--- config.mk ---
export PLATFORM = sky130hd
export DESIGN_NAME = clock_mult_shift_calc_top
export DESIGN_NICKNAME = d
export VERILOG_FILES = /design/src/rtl/cmsc_pkg.sv /design/src/rtl/cmsc_div.sv /design/src/rtl/clock_mult_shift_calc_top.sv
export SDC_FILE = /design/constraint.sdc
export NUM_CORES = 1
export LEC_CHECK = 0
export BUFFER_PORTS_ARGS = -buffer_cell sky130_fd_sc_hd__buf_2
export CAP_MARGIN = 30
export CORE_AREA = 2 2 217 219
export CTS_CLUSTER_DIAMETER = 80
export DETAILED_ROUTE_END_ITERATION = 8
export DIE_AREA = 0 0 219 221
export GPL_TIMING_DRIVEN = 0
export PLACE_DENSITY = 0.69
export SYNTH_ARGS = -nofsm -noshare
export SYNTH_HDL_FRONTEND = slang
export SYNTH_HIERARCHICAL = 1
export SYNTH_SLANG_ARGS = --single-unit
--- constraint.sdc ---
create_clock -name i_clk -period 7.9 [get_ports i_clk]
set_input_delay 0.395 -clock i_clk [delete_from_list [all_inputs] [get_ports i_clk]]
set_output_delay 0.395 -clock i_clk [all_outputs]
set_load 0.02 [all_outputs]
--- src/rtl/cmsc_pkg.sv ---
`timescale 1ns / 1ps

package cmsc_pkg;

    localparam int DIV_W = 64;
    localparam int SHIFT_LIMIT_DEF = 32;

    localparam logic [DIV_W-1:0] NS_PER_SEC = 64'd1000000000;
    localparam logic [5:0] INV_EXTRA_MAX = 6'd32;
    localparam logic [6:0] TOT_SHIFT_CAP = 7'd64;

    typedef enum logic [1:0] {
        ST_OK        = 2'd0,
        ST_HZ_ZERO   = 2'd1,
        ST_SPAN_ZERO = 2'd2,
        ST_BAD       = 2'd3
    } t_status;

    typedef struct packed {
        logic             start;
        logic [DIV_W-1:0] dividend;
        logic [DIV_W-1:0] divisor;
    } t_div_req;

endpackage

--- src/rtl/cmsc_div.sv ---
`timescale 1ns / 1ps

module cmsc_div
    import cmsc_pkg::*;
(
    input  logic             i_clk,
    input  logic             i_rst_n,
    input  t_div_req         i_req,
    output logic             o_done,
    output logic [DIV_W-1:0] o_quot
);

    localparam int CNT_W = $clog2(DIV_W);

    logic [DIV_W-1:0] r_rem;
    logic [DIV_W-1:0] r_quot;
    logic [DIV_W-1:0] r_div;
    logic [CNT_W-1:0] r_cnt;
    logic             r_busy;
    logic             r_done;

    logic [DIV_W:0]   n_rem_sh;
    logic [DIV_W:0]   n_rem_sub;
    logic             n_ge;

    // one quotient bit per cycle, restoring form
    always_comb begin
        n_rem_sh  = {r_rem, r_quot[DIV_W-1]};
        n_ge      = (n_rem_sh >= {1'b0, r_div});
        n_rem_sub = n_rem_sh - {1'b0, r_div};
    end

    always_ff @(posedge i_clk) begin
        if (!i_rst_n) begin
            r_busy <= 1'b0;
            r_done <= 1'b0;
            r_cnt  <= '0;
        end else begin
            r_done <= 1'b0;
            if (i_req.start && !r_busy) begin
                r_rem  <= '0;
                r_quot <= i_req.dividend;
                r_div  <= i_req.divisor;
                r_cnt  <= CNT_W'(DIV_W - 1);
                r_busy <= 1'b1;
            end else if (r_busy) begin
                r_rem  <= n_ge ? n_rem_sub[DIV_W-1:0] : n_rem_sh[DIV_W-1:0];
                r_quot <= {r_quot[DIV_W-2:0], n_ge};
                r_cnt  <= r_cnt - CNT_W'(1);
                if (r_cnt == '0) begin
                    r_busy <= 1'b0;
                    r_done <= 1'b1;
                end
            end
        end
    end

    assign o_done = r_done;
    assign o_quot = r_quot;

endmodule

--- src/rtl/clock_mult_shift_calc_top.sv ---
`timescale 1ns / 1ps
// When the frequency is zero the error word is registered in the cycle after start;
// otherwise the sequencer runs its divisions on the shared 64-bit restoring divider,
// and an item needs up to 33 forward and 32 inverse divisions.
// Throughput: one word at a time; busy stays high until the result strobe.
// The receiver cannot stall: each result shows for one cycle under o_valid.
// Reset: synchronous, active low; the sequencer and divider return to idle.

module clock_mult_shift_calc_top
    import cmsc_pkg::*;
#(
    parameter int SHIFT_LIMIT = SHIFT_LIMIT_DEF
) (
    input  logic        i_clk,
    input  logic        i_rst_n,
    input  logic        start,
    output logic        busy,
    input  logic [63:0] i_clock_hz,
    input  logic [31:0] i_span_seconds,
    output logic        o_valid,
    output logic [31:0] o_fwd_mult,
    output logic [5:0]  o_fwd_shift,
    output logic [31:0] o_inv_mult,
    output logic [6:0]  o_inv_shift,
    output logic [1:0]  o_status
);

    typedef enum logic [2:0] {
        S_IDLE,
        S_FWD_START,
        S_FWD_WAIT,
        S_INV_START,
        S_INV_WAIT,
        S_FINISH
    } t_state;

    t_state         r_state;
    logic [63:0]    r_hz;
    logic           r_span_zero;
    logic [5:0]     r_sh;
    logic [31:0]    r_prev_q;
    logic [31:0]    r_mult;
    logic [5:0]     r_shift;
    logic [5:0]     r_extra;
    logic [31:0]    r_imult;
    logic [6:0]     r_ishift;
    t_status        r_status;
    logic           r_valid;

    t_div_req       div_req;
    logic           div_done;
    logic [63:0]    div_quot;

    logic [6:0]     tot_shift;
    logic [5:0]     fwd_shift_sel;
    logic [31:0]    fwd_mult_sel;

    assign tot_shift = {1'b0, r_shift} + {1'b0, r_extra};

    // back off one step if the first nonzero multiplier overflows 32 bits and the shift is not zero
    always_comb begin
        fwd_shift_sel = r_sh;
        fwd_mult_sel  = div_quot[31:0];
        if (div_quot[63:32] != '0 && r_sh != '0) begin
            fwd_shift_sel = r_sh - 6'd1;
            fwd_mult_sel  = r_prev_q;
        end
    end

    always_comb begin
        div_req.start    = (r_state == S_FWD_START) ||
                           (r_state == S_INV_START && tot_shift < TOT_SHIFT_CAP);
        div_req.dividend = (r_state == S_FWD_START) ? (NS_PER_SEC << r_sh)
                                                    : (64'd1 << tot_shift[5:0]);
        div_req.divisor  = (r_state == S_FWD_START) ? r_hz : {32'd0, r_mult};
    end

    cmsc_div u_div (
        .i_clk   (i_clk),
        .i_rst_n (i_rst_n),
        .i_req   (div_req),
        .o_done  (div_done),
        .o_quot  (div_quot)
    );

    always_ff @(posedge i_clk) begin
        if (!i_rst_n) begin
            r_state <= S_IDLE;
            r_valid <= 1'b0;
        end else begin
            r_valid <= 1'b0;
            unique case (r_state)
                S_IDLE: begin
                    if (start) begin
                        r_hz        <= i_clock_hz;
                        r_span_zero <= (i_span_seconds == '0);
                        r_sh        <= '0;
                        r_prev_q    <= '0;
                        if (i_clock_hz == '0) begin
                            r_mult   <= '0;
                            r_shift  <= '0;
                            r_imult  <= '0;
                            r_ishift <= '0;
                            r_status <= ST_HZ_ZERO;
                            r_valid  <= 1'b1;
                        end else begin
                            r_state <= S_FWD_START;
                        end
                    end
                end
                S_FWD_START: begin
                    r_state <= S_FWD_WAIT;
                end
                S_FWD_WAIT: begin
                    if (div_done) begin
                        r_prev_q <= div_quot[31:0];
                        if (div_quot == '0) begin
                            if (r_sh == 6'(SHIFT_LIMIT)) begin
                                // no usable multiplier: skip the inverse
                                r_mult   <= '0;
                                r_shift  <= r_sh;
                                r_imult  <= '0;
                                r_ishift <= {1'b0, r_sh};
                                r_state  <= S_FINISH;
                            end else begin
                                r_sh    <= r_sh + 6'd1;
                                r_state <= S_FWD_START;
                            end
                        end else begin
                            r_mult   <= fwd_mult_sel;
                            r_shift  <= fwd_shift_sel;
                            r_imult  <= '0;
                            r_ishift <= {1'b0, fwd_shift_sel};
                            r_extra  <= INV_EXTRA_MAX;
                            r_state  <= (fwd_mult_sel == '0) ? S_FINISH : S_INV_START;
                        end
                    end
                end
                S_INV_START: begin
                    if (tot_shift < TOT_SHIFT_CAP) begin
                        r_state <= S_INV_WAIT;
                    end else if (r_extra == 6'd1) begin
                        r_state <= S_FINISH;
                    end else begin
                        r_extra <= r_extra - 6'd1;
                    end
                end
                S_INV_WAIT: begin
                    if (div_done) begin
                        if (div_quot[63:32] == '0) begin
                            r_imult  <= div_quot[31:0];
                            r_ishift <= tot_shift;
                            r_state  <= S_FINISH;
                        end else if (r_extra == 6'd1) begin
                            r_state <= S_FINISH;
                        end else begin
                            r_extra <= r_extra - 6'd1;
                            r_state <= S_INV_START;
                        end
                    end
                end
                S_FINISH: begin
                    if (r_span_zero) begin
                        r_status <= ST_SPAN_ZERO;
                    end else if (r_mult == '0 || r_imult == '0) begin
                        r_status <= ST_BAD;
                    end else begin
                        r_status <= ST_OK;
                    end
                    r_valid <= 1'b1;
                    r_state <= S_IDLE;
                end
                default: begin
                    r_state <= S_IDLE;
                end
            endcase
        end
    end

    assign busy        = (r_state != S_IDLE);
    assign o_valid     = r_valid;
    assign o_fwd_mult  = r_mult;
    assign o_fwd_shift = r_shift;
    assign o_inv_mult  = r_imult;
    assign o_inv_shift = r_ishift;
    assign o_status    = r_status;

    a_hz_zero: assert property (@(posedge i_clk) disable iff (!i_rst_n)
        (start && !busy && i_clock_hz == '0) |=> (o_valid && o_status == ST_HZ_ZERO))
        else $error("zero frequency did not give an immediate error word");

    a_shift_range: assert property (@(posedge i_clk) disable iff (!i_rst_n)
        o_valid |-> (o_fwd_shift <= 6'(SHIFT_LIMIT)))
        else $error("forward shift beyond limit");

    a_ok_nonzero: assert property (@(posedge i_clk) disable iff (!i_rst_n)
        (o_valid && o_status == ST_OK) |-> (o_fwd_mult != '0 && o_inv_mult != '0))
        else $error("ok status with zero multiplier");

    a_div_done_wait: assert property (@(posedge i_clk) disable iff (!i_rst_n)
        div_done |-> (r_state == S_FWD_WAIT || r_state == S_INV_WAIT))
        else $error("divider finished outside a wait state");

endmodule

# Yosys cells after proc, flatten, opt, wreduce, memory -nomap -nowiden
# Index checks and enable logic that the tools add are counted.
op_classes:
  add_sub_neg: 6
  order_cmp: 2
  n_eq_ne: 20
  shift: 2
  mux: 74
  bitwise_logic: 2
  reduce_logical: 34
ops:
  columns: ["op", "count"]
  rows:
  - ["32-bit two-way mux", 13]
  - ["64-bit two-way mux", 5]
  - ["32-bit zero test", 5]
  - ["64-bit zero test", 2]
  - ["32-bit case mux with 2 select lines", 2]
  - ["6-bit two-way mux", 18]
  - ["32-bit case mux with 3 select lines", 1]
  - ["65-bit by 64-bit >= comparator with 1-bit output", 1]
  - ["1-bit by 6-bit left shift with 64-bit output, first input constant", 1]
  - ["30-bit by 6-bit left shift with 64-bit output, first input constant", 1]
  - ["64-bit subtractor", 1]
  - ["7-bit two-way mux", 7]
  - ["3-bit two-way mux", 11]
  - ["32-bit nonzero test", 1]
  - ["6-bit case mux with 2 select lines", 2]
  - ["7-bit case mux with 3 select lines", 1]
  - ["2-bit != test, second input constant", 9]
  - ["6-bit case mux with 3 select lines", 1]
  - ["6-bit by 1-bit subtractor with 6-bit output, second input constant", 3]
  - ["3-bit case mux with 5 select lines", 1]
  - ["6-bit AND reduction", 2]
  - ["3-bit nonzero test", 3]
  - ["2-bit two-way mux", 4]
  - ["4-bit AND reduction", 2]
  - ["28 further kinds", 43]
word_totals:
  reg_bits: 392
  input_bits: 99
  output_inout_bits: 81
  elab_cells: 159

# Logic depth before layout (Yosys ltp)
# Gate-level depths: netlist (run 1).
depth:
  ltp_word: 8
  ltp_mapped: 15
  depth_no_buf: 13

# Cells and area by module
# Netlist (run 1), hierarchy kept.
by_module_without_submodules:
  columns: ["mod", "instances", "cells_each", "area_each_um2", "seq_area_each_um2"]
  rows:
  - ["cmsc_div", 1, 1251, 12253.0, 5925.7]
  - ["clock_mult_shift_calc_top", 1, 1011, 10565.1, 5725.5]

# Least setup slack after synthesis (run 1)
# Ideal clock, no wire load.
synth_path:
  path_type: "reg-to-reg"
  startpoint: "reg r_shift[0], in the netlist o_fwd_shift[0]"
  endpoint: "reg u_div.r_quot[0], in the netlist u_div/o_quot[0] (enable)"
  setup_time_ns: 0.617
  arrival_ns: 7.709
  t_required_ns: 7.283
  setup_slack_ns: -0.426
  stages_incl_launch_ff: 10
  path_buffers: 0
  period_less_slack_ns: 8.326
  path_cell_list: "edfxtp_1 > ha_1 > fa_1 > a211oi_1 > o21ai_0 > a21oi_1 > nor2b_1 > nor3b_1 > nor2_1 > nor2_1"
synth_rtl:
  columns: ["element", "line", "rtl"]
  rows:
  - ["from (decl)", "clock_mult_shift_calc_top.sv:43", "logic [5:0] r_shift;"]
  - ["from (signal assigned)", "clock_mult_shift_calc_top.sv:121", "r_shift <= r_sh;"]
  - ["from (signal assigned)", "clock_mult_shift_calc_top.sv:131", "r_shift <= fwd_shift_sel;"]
  - ["to (signal assigned)", "cmsc_div.sv:42", "r_quot <= i_req.dividend;"]
  - ["to (signal assigned)", "cmsc_div.sv:48", "r_quot <= {r_quot[DIV_W-2:0], n_ge};"]
  - ["to (decl)", "cmsc_div.sv:16", "logic [DIV_W-1:0] r_quot;"]

==> results of run 1 <==
==> cells by family (layout without fill, tap and decap cells) <==
kind of cell | after synthesis | after routing | synth area share (%)
and+or+nand+nor | 959 | 959 | 20.0
AOI/OAI and AO/OA | 441 | 441 | 13.0
DFF | 392 | 392 | 51.1
buffers and inverters | 226 | 538 | 4.58
muxes | 88 | 88 | 3.94
adders and majority gates | 87 | 87 | 4.84
xor gates and xnor gates | 69 | 69 | 2.65
other | 0 | 2 | 0
==> layout make-up <==
class                      count  area, µm²
fill                        3996      19500
sequential                   392      11700
multi-input combinational   1644      10100
timing repair buffer         235       1540
clock buffer                  55       1190
tap                          607        759
buffer                       124        663
inverter                     102        383
clock inverter                22        221
antenna                        2       5.00
==> cell usage in the layout, fill, tap and decap left out, drive strengths merged, types with 45 or more instances in the layout <==
cell,n
clkbuf,131
mux2i,83
inv,106
o21ai,87
nor4,73
buf,242
and2,78
ha,85
nand2,410
nor2,201
a21oi,104
a21o,45
edfxtp,380
==> flip-flops by register name, indices dropped and copies added, names as in the netlist, 2 cells and up <==
name          count
o_fwd_mult       32
o_fwd_shift       6
o_inv_mult       32
o_inv_shift       7
o_status          2
r_extra           6
r_hz             64
r_prev_q         32
r_sh              6
r_state           3
u_div/o_quot     64
u_div/r_cnt       6
u_div/r_div      64
u_div/r_rem      64
==> path summary, 6_finish.rpt <==
kind / start / to / slack (ns) / cells past startpoint
setup / recovery: r_extra[0] / u_div/r_div[34] / 2.83 / 13
hold / removal: i_clock_hz[22] / r_hz[22] / 0.04 / 1
setup reg to reg: r_extra[0] / u_div/r_div[34] / 2.83 / 13
hold reg to reg: u_div/r_cnt[5] / u_div/r_cnt[5] / 0.50 / 1
==> power by group <==
group,leakage (nW),internal (mW),switching (mW)
registers,3.65,2.78,0.210
clock network,0.673,1.12,0.897
logic,6.26,1.09,1.97
total,10.6,4.98,3.08
==> what timing repair did <==
item,in CTS,in global routing
resized for setup,0,0
hold buffers,39,2
hold endpoints to repair,39,2
==> layer usage <==
layer	share of wire [%]	GRT usage [%]	wire, µm	vias up
met5	0.017	0	13	-
met4	4.5	13.1	3410	2
met3	8.0	5.86	6060	182
met2	47	50.4	35800	866
met1	41	41.1	30800	9252
li1	-	-	-	8781
==> per-stage QoR <==
| step | area (µm²) | setup TNS, ns | hold WS (ns) | std cells | power, mW |
|---|---|---|---|---|---|
| global route | 26600 | 0 | 0.00115 | 3181 | 8.46 |
| detailed placement | 24700 | 0 | 0.480 | 3063 | 5.99 |
| finish | 26600 | 0 | 0.0364 | 3183 | 8.06 |
| CTS | 26500 | 0 | 0.00000472 | 3179 | 8.03 |
| global placement | 24500 | -155.00 | 0.474 | 3048 | 5.93 |
| floorplan | 22800 | 0 | 0.453 | 2262 | 5.06 |
==> metrics.md, run 1 <==
| Metric | Value |
|---|---|
| Cell count after synthesis | 2262 |
| Post-DR wirelength/cell | between 20 and 25 µm |
| FP Rows | about 80 |
| Critical path's most frequent cell | clkbuf_1 |
| Final-report max-slew violation count | 0 |
| Antenna violations before repair | 3 |
| Net count after synthesis | roughly 2400 |
| Clock transition at path regs | approximately 0.060 ns |
| DR pass1 iterations | 6 |
| Synth Register Bits | 392 |
| Final nets | between 2000 and 3000 |
| Primary FF master, synth | edfxtp_1 |
| Peak supply drop | between 0.0002 and 0.00025 V |
| Slowest-stage cell, CP | nor2_4 |
| RSZ-0062 raised after global routing | false |
| Yosys Warn Count | 6 |
| Clock Skews | 0.0215 ns |
| Overflow after GRT | 0 |
| Vias in the first global route | 18600 |
| CP delay by family, top | simple AND/OR/NAND/NOR gates |
| Slowest cell delay on critical path | ~0.60 ns |
| Worst EP required | just over 8 ns |
| Buf+Inv Stages, Crit Path | 4 |
| Arrival @ worst endpoint | ~5.4 ns |
| Min-Delay Path Class | in2reg |
| Crit Path Max Fanout | 21 |
| Wirelength, routed | approximately 76 mm |
| DRC | 0 |
| Crit. End Element | register |
| Post-route setup slack | roughly 2.8 ns |
| Max Cap Viol | 0 |
| Post-CTS Setup Inserts | 0 |
| H-Tree Level Count | 2 |
| Antenna viol nets, final | 0 |
| Initial Utilization | between 40% and 50% |
| Synth cell types | between 80 and 90 |
| Num CTS Buffers | 43 |
| Vias | roughly 19000 |
| Port bufs | approximately 180 |
| Area Growth Syn to Fin | 16.4% |
| Hpwl dp | just under 60 mm |
| Tcrit/Tclk final | 64.2% |
| Die area | a little under 50000 µm² |
| Area leader, netlist | edfxtp_1 |
| Total GRT Usage | between 30 and 40% |
| Minimum clock period | between 5 and 6 ns |
| Largest net degree at the start of global routing | 66 |
| Layout cell share with drive strength beyond 1 | ~15% |
| Lkg Pwr | approximately 11 nW |
| Critical Path Start Type | register |
| Ranking of synthesized cells by area | edfxtp_1, nand2_1, ha_1, mux2i_1, nor2_1 |
| Seq/Total Area, Yosys | approximately half |
| Avg Inst Size Synth | slightly above 10 µm² |
| Root Buffer | clkbuf_16 |
| Pre-CTS WS | a little under 3 ns |
| Asr flop ratio synth | 0% |
| I/O pin count | 180 |
| Top-count cell post-synth | nand2_1 |
| Count of flip-flops with a built-in enable after synthesis | 380 |
| Post-synth top cells | nand2_1, edfxtp_1, nor2_1 |
| First-pass GRT wire length | between 100 and 150 mm |
| DRT iter0 DRCs | approximately 2100 |
| Setup CP Type | reg2reg |
| Max Root-Sink Buffers | 3 |
| CP Cell Sequence | ha_1 -> fa_1 -> a211oi_1 -> o21ai_0 -> a21oi_1 -> nor2b_1 -> nor3b_1 -> nand2b_1 -> clkbuf_1 -> clkbuf_1 -> clkbuf_1 -> nor2_4 -> buf_12 |
| DIE WIDTH | roughly 220 µm |
| Fin. Hold Viols | 0 |
| Relative slew slack | a little under a third |
| Routability cong. | slightly below 1 |
| Core ar. | 46100 µm² |
| PwrDens | between 300 and 400 nW/µm² |
| TritonCTS clock tree | done |
| Via density | ~6 |
| Height of the die | around 220 µm |
| Least-Margin Pin Slew | 1.02 ns |
| # clock sinks | approximately 400 |
| F_max | 0.197 GHz |
| Outcome | finished, final reports clean |
| Final setup fails | 0 |
| Post-synth top area share | ~50% |
| Layout Utilization | ~58% |
| Clock latency on the worst-skew pair | 0.60 ns |
| Mapped Area | 22800 µm² |
(Power assumes the default switching activity.)
==> run 2, diff against run 1 <==
- PLACE_DENSITY: 0.69 -> 0.66
- clock period: 7.9 -> 5.27 ns (I/O delays scaled with it)
==> run 2 against run 1 <==
Net effect:
- total power rose by 49%
- cell count rose by 0.72%
- routed wire length is 1.4% higher
- largest power group unchanged
- critical path type unchanged
- sequential cell count did not move
- setup slack worse by 2.3 ns
- critical endpoint is now u_div/r_div[41]
- highest routed layer unchanged
- clock skew is 0.012 ns higher
==> metrics.md, run 2 (same netlist as run 1, synthesis figures left out) <==
| Metric | Value |
|---|---|
| TritonCTS clock tree | done |
| Reg area | around 12000 µm² |
| Final nets | between 2000 and 3000 |
| Min-Delay Path Class | in2reg |
| I/O pin count | 180 |
| First-pass GRT wire length | 114 mm |
| Hold_sp | start |
| Worst-case reg-to-reg path depth | 14 |
| Critical Path Start Type | register |
| Fin. Hold Viols | 0 |
| Worst EP required | 5.56 ns |
| Minimum clock period | between 4 and 5 ns |
| FP Rows | just under 80 |
| Hold Path Cell Cnt | 3 |
| Layout cell share with drive strength beyond 1 | between 10 and 15% |
| Reg2reg start | r_extra[0] |
| Final-report max-slew violation count | 0 |
| Reg-to-Reg End | u_div/r_div[41] |
| Total GRT Usage | 31.6% |
| DIE WIDTH | ~220 µm |
| Final setup fails | 0 |
| Area post-placement | ~25000 µm² |
| F_max | about 0.21 GHz |
| Net Switching | 4.59 mW |
| Register share of total power | 37.2% |
| H-Tree Level Count | 2 |
| Num CTS Buffers | between 40 and 50 |
| Root Buffer | clkbuf_16 |
| Die area | 48400 µm² |
| Max Root-Sink Buffers | 3 |
| Height of the die | 221 µm |
| WHS Endpoint | o_valid |
| Fillers | approximately 4000 |
| Post-DR wirelength/cell | ~24 µm |
| Relative slew slack | between 30% and 40% |
| Port bufs | about 180 |
| Arrival @ worst endpoint | around 5.0 ns |
| Vias | between 15000 and 20000 |
| Routability cong. | approximately 1 |
| Critical path's most frequent cell | clkbuf_1 |
| Hpwl dp | 58.4 mm |
| Setup CP Type | reg2reg |
| Switching Fraction | around two fifths |
| CP Cell Sequence | ha_1 -> fa_1 -> a211oi_1 -> o21ai_0 -> a21oi_1 -> nor2b_1 -> nor3b_2 -> nand2b_1 -> clkbuf_1 -> clkbuf_1 -> clkbuf_1 -> nor2_4 -> buf_12 -> buf_16 |
| Crit. End Element | register |
| Wirelength, routed | between 70 and 80 mm |
| Area Growth Syn to Fin | 17.5% |
| Most frequent cells in the layout | nand2_1, edfxtp_1, buf_2 |
| Clock transition at path regs | ~0.06 ns |
| FF-to-FF setup slack | 0.53 ns |
| Peak supply drop | about 0.00025 V |
| Crit Path Max Fanout | 27 |
| Post-Layout Inst Area | about 27000 µm² |
| Least-Margin Pin Slew | about 1.0 ns |
| Largest net degree at the start of global routing | 66 |
| # clock sinks | between 300 and 400 |
| Via density | ~6.0 |
| Core ar. | around 46000 µm² |
| Outcome | finished, final reports clean |
| Lkg Pwr | between 10 and 15 nW |
| Clock Power Share | roughly a quarter |
| Slowest-stage cell, CP | edfxtp_1 |
| Overflow after GRT | 0 |
| P_int | between 7 and 8 mW |
| Vias in the first global route | roughly 19000 |
| Initial Utilization | 49.5% |
| Combinational share of power | 38.3% |
| Multi-input logic area | ~10000 µm² |
| RSZ-0062 raised after global routing | false |
| Antenna violations before repair | 3 |
| Clock Skews | 0.0331 ns |
| DRC | 0 |
| Max Cap Viol | 0 |
| Clock latency on the worst-skew pair | about 0.60 ns |
| Tcrit/Tclk final | 89.9% |
| PwrDens | 449 nW/µm² |
| DRT iter0 DRCs | 2040 |
| DR pass1 iterations | 6 |
| Slowest cell delay on critical path | approximately 0.5 ns |
| Layout Utilization | 58.2% |
| Most common cell after layout, fill and taps aside | nand2_1 |
| Antenna viol nets, final | 0 |
-- run 2: cell count changes in the layout (fill, tap and decap cells not counted), sizes merged --
cell,previous run,this run
dlygate4sd3,41,65
clkinv,12,18
inv,106,102
clkinvlp,5,2
clkbuf,131,133
buf,242,241
diode,2,1
-- run 2: timing repair --
item                                    in CTS  in global routing
setup buffers                                1                  0
hold endpoints to repair                    65                  0
hold buffers                                65                  0
pin swaps                                    1                  0
gates resized for setup                      0                  1
endpoints found under the setup margin      27                 27
-- run 2: power by group through the flow --
| stage | combinational [mW] | clock, mW | sequential, mW |
|---|---|---|---|
| after floorplan | 3.11 | 0 | 4.47 |
| after global placement | 4.31 | 0 | 4.55 |
| after detailed placement | 4.47 | 0 | 4.52 |
| after CTS | 4.54 | 2.97 | 4.46 |
| after global routing | 5.02 | 3.10 | 4.51 |
| final | 4.61 | 2.95 | 4.47 |
-- run 2: how the worst max path moves through the flow --
stage	endpoint	depth (start not counted)	startpoint	slack, ns
final	u_div/r_div[41]	14	r_extra[0]	0.53
after global routing	u_div/r_div[41]	14	r_extra[0]	0.18
after CTS	u_div/r_rem[55]	12	r_extra[0]	0.28
after detailed placement	u_div/r_div[41]	14	r_extra[0]	-0.06
after global placement	u_div/r_div[42]	12	r_extra[0]	-1.54
after floorplan	u_div/r_div[0]	12	o_fwd_shift[0]	0.30
-- run 2: layout make-up --
type / count / share of cell area [%]
Buffer: 124 / 2.47
Multi-Input combinational cell: 1644 / 37.9
Antenna cell: 1 / 0.00934
Inverter: 102 / 1.43
Clock inverter: 21 / 0.770
Timing Repair Buffer: 258 / 6.78
Sequential cell: 392 / 43.5
Tap cell: 607 / 2.83
Clock buffer: 57 / 4.33
-- run 2: critical path, delay by kind of cell (launching register included) --
family	cells	cell delay [ns]
adder cells (fa/ha/maj)	2	0.69
buffers and inverters	5	1.52
AND/OR/NAND/NOR	4	0.87
flip-flops	1	0.50
AO/OA/AOI/OAI	3	0.79
-- run 2: layer usage --
metal	track usage, %	wire, µm	share of wire, %	up-vias
met1	40.5	31000	40	9429
met3	5.03	5290	6.9	188
met4	14.1	3780	4.9	2
met2	52.5	37200	48	833
li1	-	-	-	8842
met5	0	13	0.017	-
-- run 2: through the flow --
stage                     hold slack [ns]  setup TNS [ns]  power [mW]  setup WS, ns  cells
after global routing               0.0344               0        12.6         0.183   3206
after detailed placement            0.457           -1.56        8.99       -0.0602   3059
after global placement              0.460         -264.82        8.86         -1.54   3048
after floorplan                     0.362               0        7.58         0.296   2262
after CTS                         0.00980               0        12.0         0.280   3203
final                              0.0359               0        12.0         0.531   3206
